### src/ptsm_ram.sv
// ----------------------------------------------------------------------------
// ptsm_ram
// Generic simple dual port RAM: one write port, one read port, read data
// registered and held until the next read.
// ----------------------------------------------------------------------------
`default_nettype none

module ptsm_ram #(
	parameter int unsigned WIDTH = 8,
	parameter int unsigned DEPTH = 16
) (
	input  wire logic                     clk,
	input  wire logic                     wr_en,
	input  wire logic [$clog2(DEPTH)-1:0] wr_addr,
	input  wire logic [WIDTH-1:0]         wr_data,
	input  wire logic                     rd_en,
	input  wire logic [$clog2(DEPTH)-1:0] rd_addr,
	output logic      [WIDTH-1:0]         rd_data
);

	logic [WIDTH-1:0] mem_q [DEPTH];

	// write port
	always_ff @(posedge clk) begin
		if (wr_en) begin
			mem_q[wr_addr] <= wr_data;
		end
	end

	// registered read port
	always_ff @(posedge clk) begin
		if (rd_en) begin
			rd_data <= mem_q[rd_addr];
		end
	end

endmodule

`default_nettype wire

### config.mk
export PLATFORM = sky130hd
export DESIGN_NAME = ptsm_ram
export DESIGN_NICKNAME = d
export VERILOG_FILES = /design/src/ptsm_ram.sv
export SDC_FILE = /design/constraint.sdc
export NUM_CORES = 1
export LEC_CHECK = 0
export BUFFER_PORTS_ARGS = -buffer_cell sky130_fd_sc_hd__buf_2
export CAP_MARGIN = 15
export CORE_ASPECT_RATIO = 0.75
export CORE_MARGIN = 4
export CORE_UTILIZATION = 42
export DETAILED_ROUTE_END_ITERATION = 6
export GPL_TIMING_DRIVEN = 0
export PLACE_DENSITY_LB_ADDON = 0.25
export RECOVER_POWER = 100
export SYNTH_ARGS = -nofsm -noshare
export SYNTH_HDL_FRONTEND = slang
export SYNTH_SLANG_ARGS = --single-unit
export TNS_END_PERCENT = 10
### constraint.sdc
create_clock -name clk -period 2.85 [get_ports clk]
set_input_delay 0.57 -clock clk [delete_from_list [all_inputs] [get_ports clk]]
set_output_delay 0.57 -clock clk [all_outputs]
set_load 0.1 [all_outputs]
# Word-level counts from Yosys, hierarchy flattened
# Memories as Yosys holds them, arrays and structs flattened. A register that Yosys moved wholly into a read port is not among the register bits.
# Index checks and enable logic that the tools add are counted.
# classes
mux,2
# ops
cell,count
2-to-1 mux 1 bit,2
# word_totals
ram_bits,128
mem_count,1
ff_bits,0
word_cells,3
in_bits,19
# memory_table
name,depth,word_bits,read_ports,rd_clocked_by_memory_dff,wr,line_no,text
mem_q,16,8,1,1,1,21,logic [WIDTH-1:0] mem_q [DEPTH];

# Logic depth before layout (Yosys ltp)
# logic_depth
ltp_word,2
depth_mapped,5

# Worst setup path before layout
# No wires, ideal clock.
# synth_path
path_type,input port to flip-flop
startpoint,input wr_addr[2]
endpoint,"memory mem_q[0][0], enable pin"
stages,2
required_time_ps,2467
setup_time_ps,383
slack_ps,787
arrival_time_ps,1680
cell_sequence,or3b_2 > nor3_1
# synth_rtl
item,line_no,text
from (decl),14,"input wire logic [$clog2(DEPTH)-1:0] wr_addr,"
to (decl),21,
# No word-level cell before the write port.

==> results.py <==
metrics = {
    "clock_network": {
        "clkTransAtPathRegs_ns": 0.06,
        "clock_latency_ns": 0.41,
        "ctsResizeCount": 0,
        "numCtsBuffers": 17,
        "hold_buffers": 0,
        "clock_path_buffers": 2,
        "clock_sinks": 136,
        "cts_tree": "done",
        "cts_setup_buffers": 0,
        "root_buffer": "clkbuf_16",
        "htree_levels": 4,
    },
    "layout": {
        "final_layout_size_suffix_gt1_frac": 0.201,
        "nets": 296,
        "design_area_um2": 6080,
        "fillers": 935,
        "diodes": 0,
        "syn_to_final_growth_pct": 16.4,
    },
    "synth": {
        "synthMuxAreaShare": 0.148,
        "synth_top_family_by_area": "multiplexers",
        "synth_area_leader_cell": "edfxtp_1",
        "syn-num-nets": 248,
        "synth_area_um2": 5230,
        "ys_seq_elements": 136,
        "syn_area_per_cell_um2": 22.8,
        "synth_xor_area_frac": 0,
        "synth_top_area_frac": 0.781,
        "synth_simple_gate_area_frac": 0.0314,
        "ys_types": 18,
        "synthAdderAreaFrac": 0,
        "netlist_top_cells_area": "edfxtp_1 (78%), mux4_2 (7.8%), mux4_1 (7.0%)",
        "yosysWarnings": 0,
        "yosysSeqAreaShare": 0.781,
        "synth_compound_area_frac": 0.0230,
        "synthCells": 229,
    },
    "sta": {
        "fin_crit_ns": 2.18,
        "max_freq_mhz": 460,
        "finalCritPeriodShare": 0.763,
        "tightest_slew_ns": 1.17,
        "setup_slack_ns": 0.675,
        "finalHoldViolCount": 0,
        "whs_ns": 0.579,
        "slew_viol_final": 0,
        "setup_viol": 0,
        "fin_tns_setup_ns": 0,
        "rsz0062_at_grt": "no",
        "finClkSkew_ns": 0.00968,
        "max_slew_margin": 0.223,
    },
    "place": {
        "placedInstanceArea_um2": 5570,
        "dp_hpwl_um": 6650,
        "dp_slack_ns": 0.485,
        "gp_congestion": 0.745,
        "io_buffers": 25,
    },
    "power": {
        "power.total_mw": 4.56,
        "pwr_density_cell_nw_per_um2": 750,
        "power_frac_seq": 0.497,
        "p_int_mw": 3.60,
        "leakage_nw": 1.96,
        "peakVddDrop_v": 0.000468,
        "pwr-share-clk": 0.443,
        "p_switching_mw": 0.964,
        "netSwitchingFraction": 0.211,
        "pwr-share-comb": 0.061,
    },
    "setup_path": {
        "worstPathArrival_ns": 2.32,
        "end_kind": "register",
        "path_class": "primary input to register",
        "critical_path_required_ns": 2.99,
        "r2r_cells": 3,
        "start_kind": "primary input",
        "worst-path-max-fanout": 10,
    },
    "grt": {
        "antenna_found_initial": 0,
        "grt-ovfl-total": 0,
        "grt_max_degree": 17,
        "grt_pass1_wl_um": 15100,
        "grt_pass1_vias": 2421,
        "grt.total_usage": 0.152,
    },
    "floorplanning": {
        "die_w_um": 137,
        "die_area_um2": 14300,
        "rows": 34,
        "io_pins": 27,
        "initial_core_util": 0.440,
        "core-area_um2": 11900,
        "die_h_um": 105,
    },
    "drt": {
        "ant_nets": 0,
        "routed-via-count": 2409,
        "wl_um": 10100,
        "vias_per_cell": 5.34,
        "drc": 0,
        "avgRoutedWirePerCell_um": 22.5,
        "drtIter0Drc": 194,
        "first_pass_iters": 5,
    },
    "hold_path": {
        "hold_depth": 1,
        "min_path_type": "primary input to register",
    },
    "outcome": {
        "status": "finished clean",
    },
    "run": {
        "drv_cap": 0,
    },
}
## cell usage after synthesis, drive strengths merged
cell type	instances
nand3b	2
nor2b	1
nand2b	2
a22oi	16
clkdlybuf4s25	3
buf	7
nand3	1
edfxtp	136
or3b	1
nor3	4
and2	1
nand2	9
nor2	13
and2b	1
mux4	32
## final timing paths
path                                              from                   end  slack [ns]
worst min-delay path                             rd_en  rd_data[7]$_DFFE_PP_        0.58
worst max register to register   mem_q[5][0]$_DFFE_PP_  rd_data[0]$_DFFE_PP_        1.23
worst max-delay path                        rd_addr[0]  rd_data[6]$_DFFE_PP_        0.67
worst min register to register  mem_q[11][3]$_DFFE_PP_  rd_data[3]$_DFFE_PP_        0.77
## cell type report
cell class                 count  area (um^2)  area share
timing repair buffer          29          115      0.0189
buffer                        10         82.6      0.0136
tap                          162          203      0.0333
clock inverter                12          110      0.0181
clock buffer                  19          433      0.0711
multi-input combinational     83         1060       0.174
sequential                   136         4080       0.671
## flip-flops by register name (all words and copies together), names as in the netlist
register  count
mem_q       128
rd_data       8
## cells by family (layout without fill, tap and decap cells)
logic type,count (synthesis),in the layout
flops,136,136
simple gates,35,35
mux,32,32
compound gates,16,16
buf+inv,10,70
## power by group through the flow
stage	clock network, mW	logic (mW)	registers, mW
finish	2.02	0.277	2.27
detailed placement	0	0.286	2.31
floorplan	0	0.114	2.38
global placement	0	0.284	2.30
CTS	2.06	0.287	2.26
global route	2.16	0.295	2.27
## cell usage in the layout, fill, tap and decap left out, drive strengths merged
| master | instances |
|---|---|
| nor2 | 13 |
| and2b | 1 |
| a22oi | 16 |
| clkinvlp | 2 |
| bufinv | 2 |
| clkbuf | 44 |
| and2 | 1 |
| nand3 | 1 |
| nand2 | 9 |
| nor2b | 1 |
| clkdlybuf4s25 | 3 |
| nor3 | 4 |
| edfxtp | 136 |
| or3b | 1 |
| mux4 | 32 |
| nand3b | 2 |
| nand2b | 2 |
| buf | 11 |
| clkinv | 8 |
## critical path: stages
cell and delay, ns:
buf_6 0.10, clkbuf_1 0.68, mux4_2 0.64, a22oi_1 0.21, nand2_1 0.12
## metrics by stage
| step | std cells | util |
|---|---|---|
| 2_1_floorplan | 229 | - |
| 3_3_place_gp | 416 | 0.468 |
| 3_5_place_dp | 418 | 0.469 |
| 4_1_cts | 449 | 0.515 |
| 5_1_grt | 451 | 0.513 |
| 6_report | 451 | 0.513 |
## metal layers
layer	GRT usage	wire, um
met1	0.234	5040
met2	0.205	4290
met3	0.0466	694
met4	0.0577	106
met5	0	0
(Power assumes the default switching activity.)
