--- config.mk ---
export PLATFORM = sky130hd
export DESIGN_NAME = ptsm_seq
export DESIGN_NICKNAME = d
export VERILOG_FILES = /design/src/ptsm_pkg.sv /design/src/ptsm_seq.sv
export SDC_FILE = /design/constraint.sdc
export NUM_CORES = 1
export LEC_CHECK = 0
export BUFFER_PORTS_ARGS = -buffer_cell sky130_fd_sc_hd__buf_2
export CORE_MARGIN = 2
export CORE_UTILIZATION = 32
export CTS_BUF_LIST = sky130_fd_sc_hd__clkbuf_2
export DETAILED_ROUTE_END_ITERATION = 8
export GPL_TIMING_DRIVEN = 0
export PLACE_DENSITY = 0.6
export SLEW_MARGIN = 10
export SYNTH_ARGS = -nofsm -noshare
export SYNTH_HDL_FRONTEND = slang
export SYNTH_SLANG_ARGS = --single-unit
--- constraint.sdc ---
create_clock -name clk -period 4.1 [get_ports clk]
set_input_delay 0.615 -clock clk [delete_from_list [all_inputs] [get_ports clk]]
set_output_delay 0.615 -clock clk [all_outputs]
set_load 0.01 [all_outputs]
--- src/ptsm_pkg.sv ---
// ----------------------------------------------------------------------------
// ptsm_pkg
// Shared types and constants of the page table slot map: field widths,
// request codes, the slot record layout and the sequencer states.
// ----------------------------------------------------------------------------
`default_nettype none

package ptsm_pkg;

	// default table size
	localparam int unsigned SLOTS_DEF = 512;

	// fixed field widths
	localparam int unsigned IDX_W = 9;
	localparam int unsigned CNT_W = 10;
	localparam int unsigned HDL_W = 16;

	// request codes
	localparam logic [1:0] REQ_FIND   = 2'd0;
	localparam logic [1:0] REQ_INSIDE = 2'd1;
	localparam logic [1:0] REQ_INSERT = 2'd2;
	localparam logic [1:0] REQ_REMOVE = 2'd3;

	// one slot record as held in the memory
	typedef struct packed {
		logic             valid;
		logic             is_table;
		logic [HDL_W-1:0] handle;
		logic [IDX_W-1:0] base;
		logic [CNT_W-1:0] run;
	} entry_t;

	// one result beat
	typedef struct packed {
		logic             slot_filled;
		logic [HDL_W-1:0] found_handle;
		logic             found_is_table;
		logic             inside_hit;
		logic             range_error;
	} result_t;

	// memory port enables
	typedef struct packed {
		logic rd_en;
		logic wr_en;
	} ram_ctl_t;

	// sequencer states
	typedef enum logic [2:0] {
		ST_CLEAR,
		ST_IDLE,
		ST_LOOKUP,
		ST_FILL,
		ST_PUSH
	} seq_state_t;

endpackage

`default_nettype wire

--- src/ptsm_seq.sv ---
// ----------------------------------------------------------------------------
// ptsm_seq
// Request sequencer: clears the slot memory after reset, issues lookups,
// walks insert and remove runs one slot per cycle and builds the result.
// ----------------------------------------------------------------------------
`default_nettype none

module ptsm_seq
	import ptsm_pkg::*;
#(
	parameter int unsigned SLOTS = SLOTS_DEF
) (
	input  wire logic                     clk,
	input  wire logic                     arst_n,
	// request beat
	input  wire logic                     in_valid,
	output logic                          in_stall,
	input  wire logic [1:0]               req_type,
	input  wire logic [IDX_W-1:0]         slot_index,
	input  wire logic [CNT_W-1:0]         page_count,
	input  wire logic [HDL_W-1:0]         child_handle,
	input  wire logic                     child_is_table,
	// memory side
	output ram_ctl_t                      ram_ctl,
	output logic      [$clog2(SLOTS)-1:0] ram_wr_addr,
	output entry_t                        ram_wr_data,
	output logic      [$clog2(SLOTS)-1:0] ram_rd_addr,
	input  wire entry_t                   ram_rd_data,
	// result hand-off
	output logic                          push_valid,
	input  wire logic                     push_ready,
	output result_t                       push_res
);

	localparam int unsigned AW    = $clog2(SLOTS);
	localparam int unsigned EXT_W = (AW > IDX_W) ? AW : IDX_W;
	localparam int unsigned SUM_W = ($clog2(SLOTS + 1) > CNT_W + 1) ?
		$clog2(SLOTS + 1) : CNT_W + 1;
	localparam logic [AW-1:0]    LAST_ADDR = AW'(SLOTS - 1);
	localparam logic [SUM_W-1:0] SLOTS_SUM = SUM_W'(SLOTS);

	seq_state_t state_q, state_d;

	logic [AW-1:0]    addr_q;
	logic [CNT_W-1:0] left_q;
	logic [IDX_W-1:0] idx_q;
	logic [CNT_W-1:0] cnt_q;
	entry_t           wr_entry_q;
	result_t          res_q;

	logic             accept;
	logic             is_update;
	logic [CNT_W-1:0] run;
	logic             run_err;
	logic [EXT_W-1:0] idx_ext;
	logic [AW-1:0]    idx_addr;
	entry_t           new_entry;
	entry_t           probe_entry;
	result_t          upd_res;
	result_t          lookup_res;
	logic             q_in_table;
	logic [CNT_W:0]   q_end;
	logic [CNT_W:0]   e_end;

	// incoming request decode
	always_comb begin
		accept    = in_valid && (state_q == ST_IDLE);
		is_update = (req_type == REQ_INSERT) || (req_type == REQ_REMOVE);
		run       = child_is_table ? CNT_W'(1) : page_count;
		run_err   = (SUM_W'(slot_index) + SUM_W'(run)) > SLOTS_SUM;
		idx_ext   = EXT_W'(slot_index);
		idx_addr  = idx_ext[AW-1:0];
		new_entry = '0;
		if (req_type == REQ_INSERT) begin
			new_entry.valid    = 1'b1;
			new_entry.is_table = child_is_table;
			new_entry.handle   = child_handle;
			new_entry.base     = slot_index;
			new_entry.run      = run;
		end
		probe_entry       = '0;
		probe_entry.valid = (req_type == REQ_INSIDE);
		upd_res             = '0;
		upd_res.range_error = run_err;
	end

	// find and inside answers from the slot read back
	always_comb begin
		q_in_table = SUM_W'(idx_q) < SLOTS_SUM;
		q_end      = (CNT_W+1)'(idx_q) + (CNT_W+1)'(cnt_q);
		e_end      = (CNT_W+1)'(ram_rd_data.base) + (CNT_W+1)'(ram_rd_data.run);
		lookup_res = '0;
		if (wr_entry_q.valid) begin
			// a lookup keeps its request kind in the valid bit of the latched record
			lookup_res.inside_hit = q_in_table && ram_rd_data.valid &&
				!ram_rd_data.is_table && (ram_rd_data.base <= idx_q) && (q_end <= e_end);
		end else if (q_in_table && ram_rd_data.valid) begin
			lookup_res.slot_filled    = 1'b1;
			lookup_res.found_handle   = ram_rd_data.handle;
			lookup_res.found_is_table = ram_rd_data.is_table;
		end
	end

	// next state
	always_comb begin
		state_d = state_q;
		unique case (state_q)
			ST_CLEAR: begin
				if (addr_q == LAST_ADDR) begin
					state_d = ST_IDLE;
				end
			end
			ST_IDLE: begin
				if (in_valid) begin
					if (!is_update) begin
						state_d = ST_LOOKUP;
					end else if (run_err || (run == '0)) begin
						state_d = ST_PUSH;
					end else begin
						state_d = ST_FILL;
					end
				end
			end
			ST_LOOKUP: state_d = ST_PUSH;
			ST_FILL: begin
				if (left_q == CNT_W'(1)) begin
					state_d = ST_PUSH;
				end
			end
			ST_PUSH: begin
				if (push_ready) begin
					state_d = ST_IDLE;
				end
			end
			default: state_d = ST_CLEAR;
		endcase
	end

	// outputs per state
	always_comb begin
		in_stall      = 1'b1;
		ram_ctl       = '0;
		ram_wr_addr   = addr_q;
		ram_wr_data   = wr_entry_q;
		ram_rd_addr   = idx_addr;
		push_valid    = 1'b0;
		push_res      = res_q;
		unique case (state_q)
			ST_CLEAR: begin
				ram_ctl.wr_en = 1'b1;
				ram_wr_data   = '0;
			end
			ST_IDLE: begin
				in_stall      = 1'b0;
				ram_ctl.rd_en = in_valid && !is_update;
			end
			ST_LOOKUP: ;
			ST_FILL: ram_ctl.wr_en = 1'b1;
			ST_PUSH: push_valid = 1'b1;
			default: ;
		endcase
	end

	// control registers
	always_ff @(posedge clk or negedge arst_n) begin
		if (!arst_n) begin
			state_q <= ST_CLEAR;
			addr_q  <= '0;
			left_q  <= '0;
		end else begin
			state_q <= state_d;
			if (state_q == ST_CLEAR || state_q == ST_FILL) begin
				addr_q <= addr_q + AW'(1);
				left_q <= left_q - CNT_W'(1);
			end else if (accept) begin
				addr_q <= idx_addr;
				left_q <= run;
			end
		end
	end

	// request and result payload
	always_ff @(posedge clk) begin
		if (accept) begin
			idx_q <= slot_index;
			cnt_q <= page_count;
			if (is_update) begin
				wr_entry_q <= new_entry;
				res_q      <= upd_res;
			end else begin
				wr_entry_q <= probe_entry;
			end
		end
		if (state_q == ST_LOOKUP) begin
			res_q <= lookup_res;
		end
	end

endmodule

`default_nettype wire

# Yosys cells after proc, flatten, opt, wreduce, memory -nomap -nowiden
# Cells that the tools add are included.
# word_totals
register_bits	98
latchBits	0
ramBits	0
mem_bits_ro	0
inputBits	79
out_inout_bits	79
wordCells	81
mem_count	0
# classes
n_addsub	5
n_mul	0
div_mod_pow	0
magnitude_cmp	3
n_eq_ne	13
shift	0
n_mux	25
bitwise	0
n_reduce_logical	20
# op_table
operator	count
two-way mux 37 bit	3
two-way mux 20 bit	3
two-way mux 18 bit	2
adder 9 x 10 -> 11 bit	3
two-way mux 10 bit	3
two-way mux 3 bit	6
two-way mux 9 bit	2
one-hot mux 3 bit (5 select lines)	1
> comparator 11 x 10 -> 1 bit, second input constant	1
<= comparator 11 bit	1
equality test 10 x 1 -> 1 bit, second input constant	1
logical NOT 10 bit	1
subtractor 10 x 1 -> 10 bit, second input constant	1
adder 9 x 1 -> 9 bit, second input constant	1
equality test 9 bit, second input constant	1
<= comparator 9 bit	1
!= test 2 bit, second input constant	4
equality test 3 x 2 -> 1 bit, second input constant	2
AND reduction 2 bit	3
nonzero test 2 bit	3
logical AND 1 bit	5
two-way mux 1 bit	5
equality test 2 bit, second input constant	2
AND reduction 4 bit	1
7 further kinds	10

# Logic depth before layout (Yosys ltp)
# Gate-level depths: netlist of run 1.
# logic_depth
depth_word	8
ltp_mapped	15
ltp_nobuf	15

# Worst setup path before layout of run 1
# OpenSTA, ideal clock, no wires.
# synth_path
path_kind	register to register
startpoint	register state_q[2]
endpoint	register cnt_q[0] (enable)
setup_time_ns	0.442
arrival_ns	2.729
required_time_ns	3.658
path_slack_ns	0.929
path_stages_with_launch	6
path_buffers	1
period_less_slack_ns	3.171
cell_sequence	dfrtp_1 > nand2b_1 > nor2_1 > nand2_1 > inv_2 > clkbuf_1
# synth_between
elab_chain_len	2
# synth_lines
item	line_no	rtl
start: declaration	ptsm_seq.sv:42	seq_state_t state_q, state_d;
start signal: assignment	ptsm_seq.sv:171	state_q <= state_d;
equality test 3 x 1 -> 1 bit	ptsm_seq.sv:67	accept = in_valid && (state_q == ST_IDLE);
logical AND 1 bit	ptsm_seq.sv:67	
net accept	ptsm_seq.sv:51	logic accept;
end signal: assignment	ptsm_seq.sv:186	cnt_q <= page_count;
end: declaration	ptsm_seq.sv:47	logic [CNT_W-1:0] cnt_q;
# The timed path passes the listed nets, and every way through them passes these cells.
# A chain may end at the register's enable or synchronous reset.

==> impl_metrics.prom, run 1 <==
# TYPE chip_impl_metric gauge
chip_impl_metric{name="global_placement_routability_congestion",unit=""} 0.877
chip_impl_metric{name="detailed_routing_iteration_count_for_the_pre_antenna_repair_pass",unit=""} 5
chip_impl_metric{name="peak_per_stage_delay_on_the_critical_path",unit="ps"} 710
chip_impl_metric{name="cp_data_required_time",unit="ps"} 3480
chip_impl_info{name="cp-start-kind",value="register"} 1
chip_impl_info{name="synth_top_area_cell",value="edfxtp_1"} 1
chip_impl_metric{name="holdBufCountCts",unit=""} 1
chip_impl_metric{name="wl_per_cell",unit="um"} 15.4
chip_impl_metric{name="num_vias",unit=""} 4851
chip_impl_info{name="crit_top_cell",value="clkbuf_1"} 1
chip_impl_info{name="cell_breakdown_of_the_critical_path",value="clkbuf_1 > or2_1 > nor2_1 > clkbuf_1 > nor2b_1 > buf_2"} 1
chip_impl_metric{name="postSynthAreaPerCell",unit="um^2"} 10.2
chip_impl_metric{name="detail_route.vias_per_cell",unit=""} 4.82
chip_impl_metric{name="detail_route.wirelength",unit="um"} 15500
chip_impl_info{name="synth_top_cells_by_area",value="edfxtp_1 37%, ha_1 11%, dfrtp_1 9.1%"} 1
chip_impl_metric{name="synth.yosys.seq_area_share",unit="%"} 46.6
chip_impl_metric{name="finalHoldWorstSlack",unit="ps"} 222
chip_impl_metric{name="number_of_cells_produced_by_synthesis",unit=""} 595
chip_impl_metric{name="first_iter_violations",unit=""} 239
chip_impl_metric{name="tritoncts_num_sinks",unit=""} 98
chip_impl_metric{name="fin_crit",unit="ps"} 3550
chip_impl_metric{name="drc_errors",unit=""} 0
chip_impl_info{name="timing.hold.worst.class",value="input pin to register"} 1
chip_impl_metric{name="fin_skew",unit="ps"} 37.9
chip_impl_info{name="worst_path_dominant_cell_family",value="simple AND/OR/NAND/NOR gates"} 1
chip_impl_info{name="r2r-start",value="idx_q[1]"} 1
chip_impl_metric{name="die_h",unit="um"} 142
chip_impl_metric{name="fin_tns_setup",unit="ps"} 0
chip_impl_metric{name="std_cell_rows",unit=""} 50
chip_impl_metric{name="async_flop_share",unit="%"} 22.4
chip_impl_metric{name="drtAntennaViolNets",unit=""} 0
chip_impl_metric{name="placement.cell_area",unit="um^2"} 7160
chip_impl_metric{name="synth_top_area_share",unit="%"} 37.2
chip_impl_metric{name="die_outline_area",unit="um^2"} 20000
chip_impl_metric{name="core_area",unit="um^2"} 18600
chip_impl_metric{name="detailed_place_hpwl",unit="um"} 12200
chip_impl_metric{name="gr-usage-all-layers",unit="%"} 15.6
chip_impl_metric{name="max_slew_margin",unit="%"} 37.7
chip_impl_info{name="cpMaxStageDelayCell",value="nor2_1"} 1
chip_impl_metric{name="data_arrival_time_at_the_worst_slack_endpoint",unit="ps"} 2940
chip_impl_metric{name="final_nets",unit=""} 900
chip_impl_metric{name="max-clock-path-buffers",unit=""} 2
chip_impl_metric{name="tritoncts.num_buffers",unit=""} 9
chip_impl_metric{name="timing.fmax",unit="MHz"} 282
chip_impl_metric{name="placement.io_buffers",unit=""} 157
chip_impl_metric{name="yosysWarningCount",unit=""} 0
chip_impl_metric{name="grt.overflow.total",unit=""} 0
chip_impl_metric{name="clkTransAtPathRegs",unit="ps"} 250
chip_impl_metric{name="power_density_over_the_cells",unit="nW/um^2"} 242
chip_impl_metric{name="synth_enable_flop_cells",unit=""} 75
chip_impl_metric{name="cellLeakagePower",unit="nW"} 2.92
chip_impl_metric{name="pin_count",unit=""} 158
chip_impl_metric{name="worst-r2r-cell-count",unit=""} 13
chip_impl_info{name="synth_top_flop_cell",value="edfxtp_1"} 1
chip_impl_metric{name="grt_pass1_wl",unit="um"} 24100
chip_impl_metric{name="antenna_found_initial",unit=""} 2
chip_impl_info{name="setup_repair_after_global_routing_missed_its_margin",value="false"} 1
chip_impl_info{name="run_status",value="complete, no violations"} 1
chip_impl_metric{name="synth_nets",unit=""} 730
chip_impl_metric{name="rrSetupSlack",unit="ps"} 690
chip_impl_metric{name="synth_cell_types",unit=""} 61
chip_impl_metric{name="cts.htree.levels",unit=""} 3
chip_impl_metric{name="report.final.hold_viol_count",unit=""} 0
chip_impl_metric{name="worstMarginPinSlew",unit="ps"} 932
chip_impl_info{name="layout.cells.most_common_list",value="159 x buf_2, 75 x edfxtp_1, 55 x and2_1"} 1
chip_impl_metric{name="post_place_worst_slack",unit="ps"} 442
chip_impl_metric{name="chipWidth",unit="um"} 142
chip_impl_info{name="cts_tree",value="done"} 1
chip_impl_metric{name="clock_latency",unit="ps"} 600
chip_impl_metric{name="post_cts.resized_instances",unit=""} 0
chip_impl_metric{name="worst-path-max-fanout",unit=""} 10
chip_impl_info{name="clk_root_buffer_cell",value="clkbuf_2"} 1
chip_impl_metric{name="grt_max_degree",unit=""} 45
chip_impl_metric{name="grt_pass1_vias",unit=""} 4720
chip_impl_metric{name="setup_viol_count_final",unit=""} 0
chip_impl_metric{name="crit_cells",unit=""} 6
chip_impl_metric{name="post_cts_buffers",unit=""} 0
chip_impl_metric{name="yosys_register_bits",unit=""} 98
chip_impl_info{name="timing.critical_path.to",value="ram_wr_data[9]"} 1
chip_impl_metric{name="stdcell_area",unit="um^2"} 7270
chip_impl_metric{name="area_delta_synth_final",unit="%"} 20.0
chip_impl_metric{name="report.final.slew_viol_count",unit=""} 0
chip_impl_info{name="final_common_cell",value="buf_2"} 1
chip_impl_info{name="critical_path.reg2reg.endpoint",value="push_res[1]"} 1
chip_impl_metric{name="worst_path_bufs_invs",unit=""} 3
chip_impl_metric{name="worst_ir_drop_vdd",unit="uV"} 89.3
chip_impl_info{name="worst_setup_path_startpoint",value="state_q[1]"} 1
chip_impl_info{name="crit_path_end_kind",value="primary output"} 1
chip_impl_metric{name="finalCritPeriodShare",unit="%"} 86.6
chip_impl_metric{name="starting_density",unit="%"} 32.5
chip_impl_metric{name="synth_area",unit="um^2"} 6050
chip_impl_metric{name="max_cap_violations",unit=""} 0
chip_impl_metric{name="final_critical_path_setup_slack",unit="ps"} 548
chip_impl_info{name="critical_path_class",value="register to primary output"} 1
chip_impl_metric{name="final_layout_size_suffix_gt1_share",unit="%"} 25.6
[cell families (layout without fill, tap and decap cells)]
kind of cell	count (synthesis)	in the layout	share of synthesized area (%)
flip-flops	98	98	46.6
buffers and inverters	59	234	4.26
multiplexers	2	2	0.331
other	0	2	0
AND/OR/NAND/NOR	258	258	23.0
adder cells (fa/ha/maj)	56	56	11.9
AO/OA/AOI/OAI	102	102	11.0
XOR/XNOR	20	20	2.89
[state kept, by name, indices dropped and copies added, names as in the netlist]
signal / cells
cnt_q: 10
state_q: 3
ram_wr_addr: 9
idx_q: 9
left_q: 10
wr_entry_q: 37
push_res: 20
[through the flow]
step / instances / utilization, % / power [mW]
2_1_floorplan: 595 / - / 1.26
3_5_place_dp: 987 / 38.4 / 1.36
5_1_grt: 1006 / 39.0 / 1.86
4_1_cts: 1004 / 38.9 / 1.78
3_3_place_gp: 986 / 38.3 / 1.36
6_report: 1006 / 39.0 / 1.76
[metal layers]
metal,up-vias,GRT usage (%),part of all wire (%)
met3,18,3.14,4.3
li1,2450,-,-
met4,0,4.63,1.4
met1,2271,19.4,44
met5,-,0,0
met2,112,27.5,50
[cells in the mapped netlist (4+ instances only)]
cell,count
nand2b_1,5
xor2_1,5
o31ai_1,5
dfrtp_1,22
edfxtp_1,75
nand2_1,46
and3_1,5
nor3_1,12
ha_1,53
a21oi_1,27
clkbuf_1,12
inv_1,34
xnor2_1,15
buf_4,9
a21o_1,4
nor2b_1,52
nor4_1,8
o21ai_0,22
nand3_1,12
o21ai_1,8
and2_1,55
nor2_1,46
[worst min-delay path by stage]
stage	from	end	slack (ps)	cells past startpoint
final	page_count[9]	cnt_q[9]	220	1
after global routing	page_count[9]	cnt_q[9]	150	1
after CTS	page_count[9]	cnt_q[9]	160	1
after detailed placement	left_q[3]	left_q[3]	490	1
after global placement	left_q[3]	left_q[3]	470	1
after floorplan	arst_n	left_q[0]	320	0
[power breakdown]
group | leakage (nW) | internal [mW] | switching (mW)
Combinational | 2.04 | 0.127 | 0.152
Sequential | 0.832 | 1.06 | 0
Clock | 0.0518 | 0.0815 | 0.330
[cell type report]
class,instances,area [um^2]
fillers,1890,11400
multi-input cells,438,2970
flip-flops and latches,98,2820
repair buffers,159,816
well taps,234,293
inverters,36,135
plain buffers,23,126
clock buffers,10,50.0
clock inverters,6,43.8
diodes,2,5.00
[worst reg2reg max path: cells and delay by family, from the launching register on]
family | cells | cell delay, ps
XOR/XNOR | 1 | 90
AND/OR/NAND/NOR | 3 | 880
flip-flops | 1 | 460
adder cells (fa/ha/maj) | 2 | 610
AO/OA/AOI/OAI | 7 | 1240
Note: power is estimated with default switching activity, not from simulation.
==> inputs of run 2 (changes only) <==
- CTS_BUF_LIST: sky130_fd_sc_hd__clkbuf_2 -> sky130_fd_sc_hd__clkbuf_8
==> impl_metrics.prom, run 2 (synthesized netlist as in run 1, its figures left out) <==
# TYPE chip_impl_metric gauge
chip_impl_metric{name="multi_input_area",unit="um^2"} 2970
chip_impl_metric{name="netSwitchingFraction",unit="%"} 26.0
chip_impl_metric{name="stdcell_area",unit="um^2"} 7330
chip_impl_metric{name="antenna_found_initial",unit=""} 1
chip_impl_metric{name="report.final.hold_viol_count",unit=""} 0
chip_impl_metric{name="finalCritPeriodShare",unit="%"} 82.9
chip_impl_metric{name="fin_tns_setup",unit="ps"} 0
chip_impl_metric{name="power_density_over_the_cells",unit="nW/um^2"} 259
chip_impl_metric{name="placement.cell_area",unit="um^2"} 7160
chip_impl_metric{name="clock_network_fraction_of_design_power",unit="%"} 29.5
chip_impl_metric{name="clock_latency",unit="ps"} 380
chip_impl_metric{name="report.final.slew_viol_count",unit=""} 0
chip_impl_metric{name="final_core_util",unit="%"} 39.3
chip_impl_metric{name="setup_viol_count_final",unit=""} 0
chip_impl_metric{name="die_h",unit="um"} 142
chip_impl_metric{name="detail_route.wirelength",unit="um"} 15600
chip_impl_metric{name="cts.htree.levels",unit=""} 3
chip_impl_metric{name="power.internal",unit="mW"} 1.41
chip_impl_metric{name="chipWidth",unit="um"} 142
chip_impl_metric{name="final_critical_path_setup_slack",unit="ps"} 703
chip_impl_metric{name="detail_route.vias_per_cell",unit=""} 4.79
chip_impl_metric{name="cellLeakagePower",unit="nW"} 2.95
chip_impl_metric{name="num_vias",unit=""} 4807
chip_impl_metric{name="final_layout_size_suffix_gt1_share",unit="%"} 25.5
chip_impl_metric{name="finalNonFillerCells",unit=""} 1004
chip_impl_metric{name="max-clock-path-buffers",unit=""} 2
chip_impl_info{name="cp-start-kind",value="register"} 1
chip_impl_metric{name="fin_skew",unit="ps"} 9.79
chip_impl_metric{name="timing.fmax",unit="MHz"} 294
chip_impl_metric{name="max_cap_violations",unit=""} 0
chip_impl_metric{name="combinationalPowerShare",unit="%"} 14.6
chip_impl_metric{name="worst_ir_drop_vdd",unit="uV"} 114
chip_impl_metric{name="post_cts.resized_instances",unit=""} 0
chip_impl_metric{name="totalPowerFinal",unit="mW"} 1.90
chip_impl_metric{name="drc_errors",unit=""} 0
chip_impl_metric{name="finalHoldWorstSlack",unit="ps"} 220
chip_impl_metric{name="area_delta_synth_final",unit="%"} 21.1
chip_impl_metric{name="final_nets",unit=""} 899
chip_impl_metric{name="core_area",unit="um^2"} 18600
chip_impl_metric{name="worst-path-max-fanout",unit=""} 2
chip_impl_info{name="cts_tree",value="done"} 1
chip_impl_metric{name="grt_pass1_vias",unit=""} 4744
chip_impl_metric{name="power.net_switching",unit="uW"} 495
chip_impl_metric{name="largest_register_ff_count",unit=""} 37
chip_impl_metric{name="pwr-share-seq",unit="%"} 55.9
chip_impl_metric{name="pin_count",unit=""} 158
chip_impl_metric{name="worstMarginPinSlew",unit="ps"} 925
chip_impl_metric{name="post_place_worst_slack",unit="ps"} 442
chip_impl_metric{name="detailed_routing_iteration_count_for_the_pre_antenna_repair_pass",unit=""} 4
chip_impl_info{name="clk_root_buffer_cell",value="clkbuf_8"} 1
chip_impl_metric{name="tritoncts_num_sinks",unit=""} 98
chip_impl_metric{name="holdBufCountCts",unit=""} 0
chip_impl_metric{name="tritoncts.num_buffers",unit=""} 9
chip_impl_metric{name="layout.filler_cells",unit=""} 1877
chip_impl_metric{name="die_outline_area",unit="um^2"} 20000
chip_impl_metric{name="post_cts_buffers",unit=""} 0
chip_impl_metric{name="cp_data_required_time",unit="ps"} 4300
chip_impl_metric{name="layout.area.seq",unit="um^2"} 2820
chip_impl_metric{name="global_placement_routability_congestion",unit=""} 0.877
chip_impl_metric{name="max_slew_margin",unit="%"} 38.1
chip_impl_info{name="critical_path_class",value="register to register"} 1
chip_impl_info{name="final_common_cell",value="buf_2"} 1
chip_impl_metric{name="placement.io_buffers",unit=""} 157
chip_impl_metric{name="fin_crit",unit="ps"} 3400
chip_impl_info{name="layout.cells.most_common_list",value="159 x buf_2, 75 x edfxtp_1, 55 x and2_1"} 1
chip_impl_metric{name="data_arrival_time_at_the_worst_slack_endpoint",unit="ps"} 3600
chip_impl_info{name="crit_path_end_kind",value="register"} 1
chip_impl_info{name="run_status",value="complete, no violations"} 1
chip_impl_info{name="timing.hold.worst.class",value="input pin to async pin"} 1
chip_impl_info{name="setup_repair_after_global_routing_missed_its_margin",value="false"} 1
chip_impl_metric{name="grt_max_degree",unit=""} 45
chip_impl_metric{name="std_cell_rows",unit=""} 50
chip_impl_metric{name="wl_per_cell",unit="um"} 15.5
chip_impl_info{name="largest_register",value="wr_entry_q"} 1
chip_impl_metric{name="grt.overflow.total",unit=""} 0
chip_impl_metric{name="drtAntennaViolNets",unit=""} 0
chip_impl_metric{name="detailed_place_hpwl",unit="um"} 12200
chip_impl_metric{name="gr-usage-all-layers",unit="%"} 15.7
chip_impl_metric{name="placed_cells",unit=""} 987
chip_impl_metric{name="grt_pass1_wl",unit="um"} 24200
chip_impl_metric{name="first_iter_violations",unit=""} 234
chip_impl_metric{name="rrSetupSlack",unit="ps"} 700
chip_impl_metric{name="starting_density",unit="%"} 32.5
chip_impl_metric{name="clkTransAtPathRegs",unit="ps"} 90
[run 2: changes by cell type in the layout (fill, tap and decap cells not counted)]
cell / delta
clkbuf_2: -10
clkbuf_8: +9
dlygate4sd3_1: -1
inv_1: +1
diode_2: -1
[run 2: worst paths after layout]
check                                    to  depth (start not counted)     startpoint
worst min register to register    left_q[3]                          1      left_q[3]
worst min-delay path              left_q[8]                          1         arst_n
worst max-delay path            push_res[1]                         13       idx_q[1]
min in group clk                   cnt_q[9]                          1  page_count[9]
max in group asynchronous        state_q[0]                          1         arst_n
worst max register to register  push_res[1]                         13       idx_q[1]
[run 2: cell type report]
class | count | area share, %
Multi-Input combinational cell | 438 | 40.6
Clock inverter | 7 | 0.649
Antenna cell | 1 | 0.0341
Timing Repair Buffer | 158 | 11.0
Tap cell | 234 | 3.99
Clock buffer | 9 | 1.69
Buffer | 23 | 1.72
Sequential cell | 98 | 38.5
Inverter | 36 | 1.84
[run 2: power by group through the flow]
stage / combinational [mW] / clock (mW) / sequential (mW)
detailed placement: 0.278 / 0 / 1.09
global placement: 0.275 / 0 / 1.09
CTS: 0.281 / 0.587 / 1.06
floorplan: 0.174 / 0 / 1.09
global route: 0.313 / 0.629 / 1.06
finish: 0.277 / 0.562 / 1.06
[run 2: worst max-delay path, cell delays in order, from the launching register on]
cell      delay, ps
edfxtp_1        420
ha_1            310
a21o_1          190
a21oi_2         160
o21ai_1         110
or4_1           440
a41o_1          260
a21oi_1         180
xnor2_1          90
ha_1            300
nand4_1          90
nor4_1          340
a21oi_1          80
a221oi_1        260
[run 2: layer usage]
metal  wire length [um]  global-route usage (%)
met4                145                    4.95
met5                  0                       0
met3                648                    3.04
met1               6850                    19.6
met2               7910                    27.6
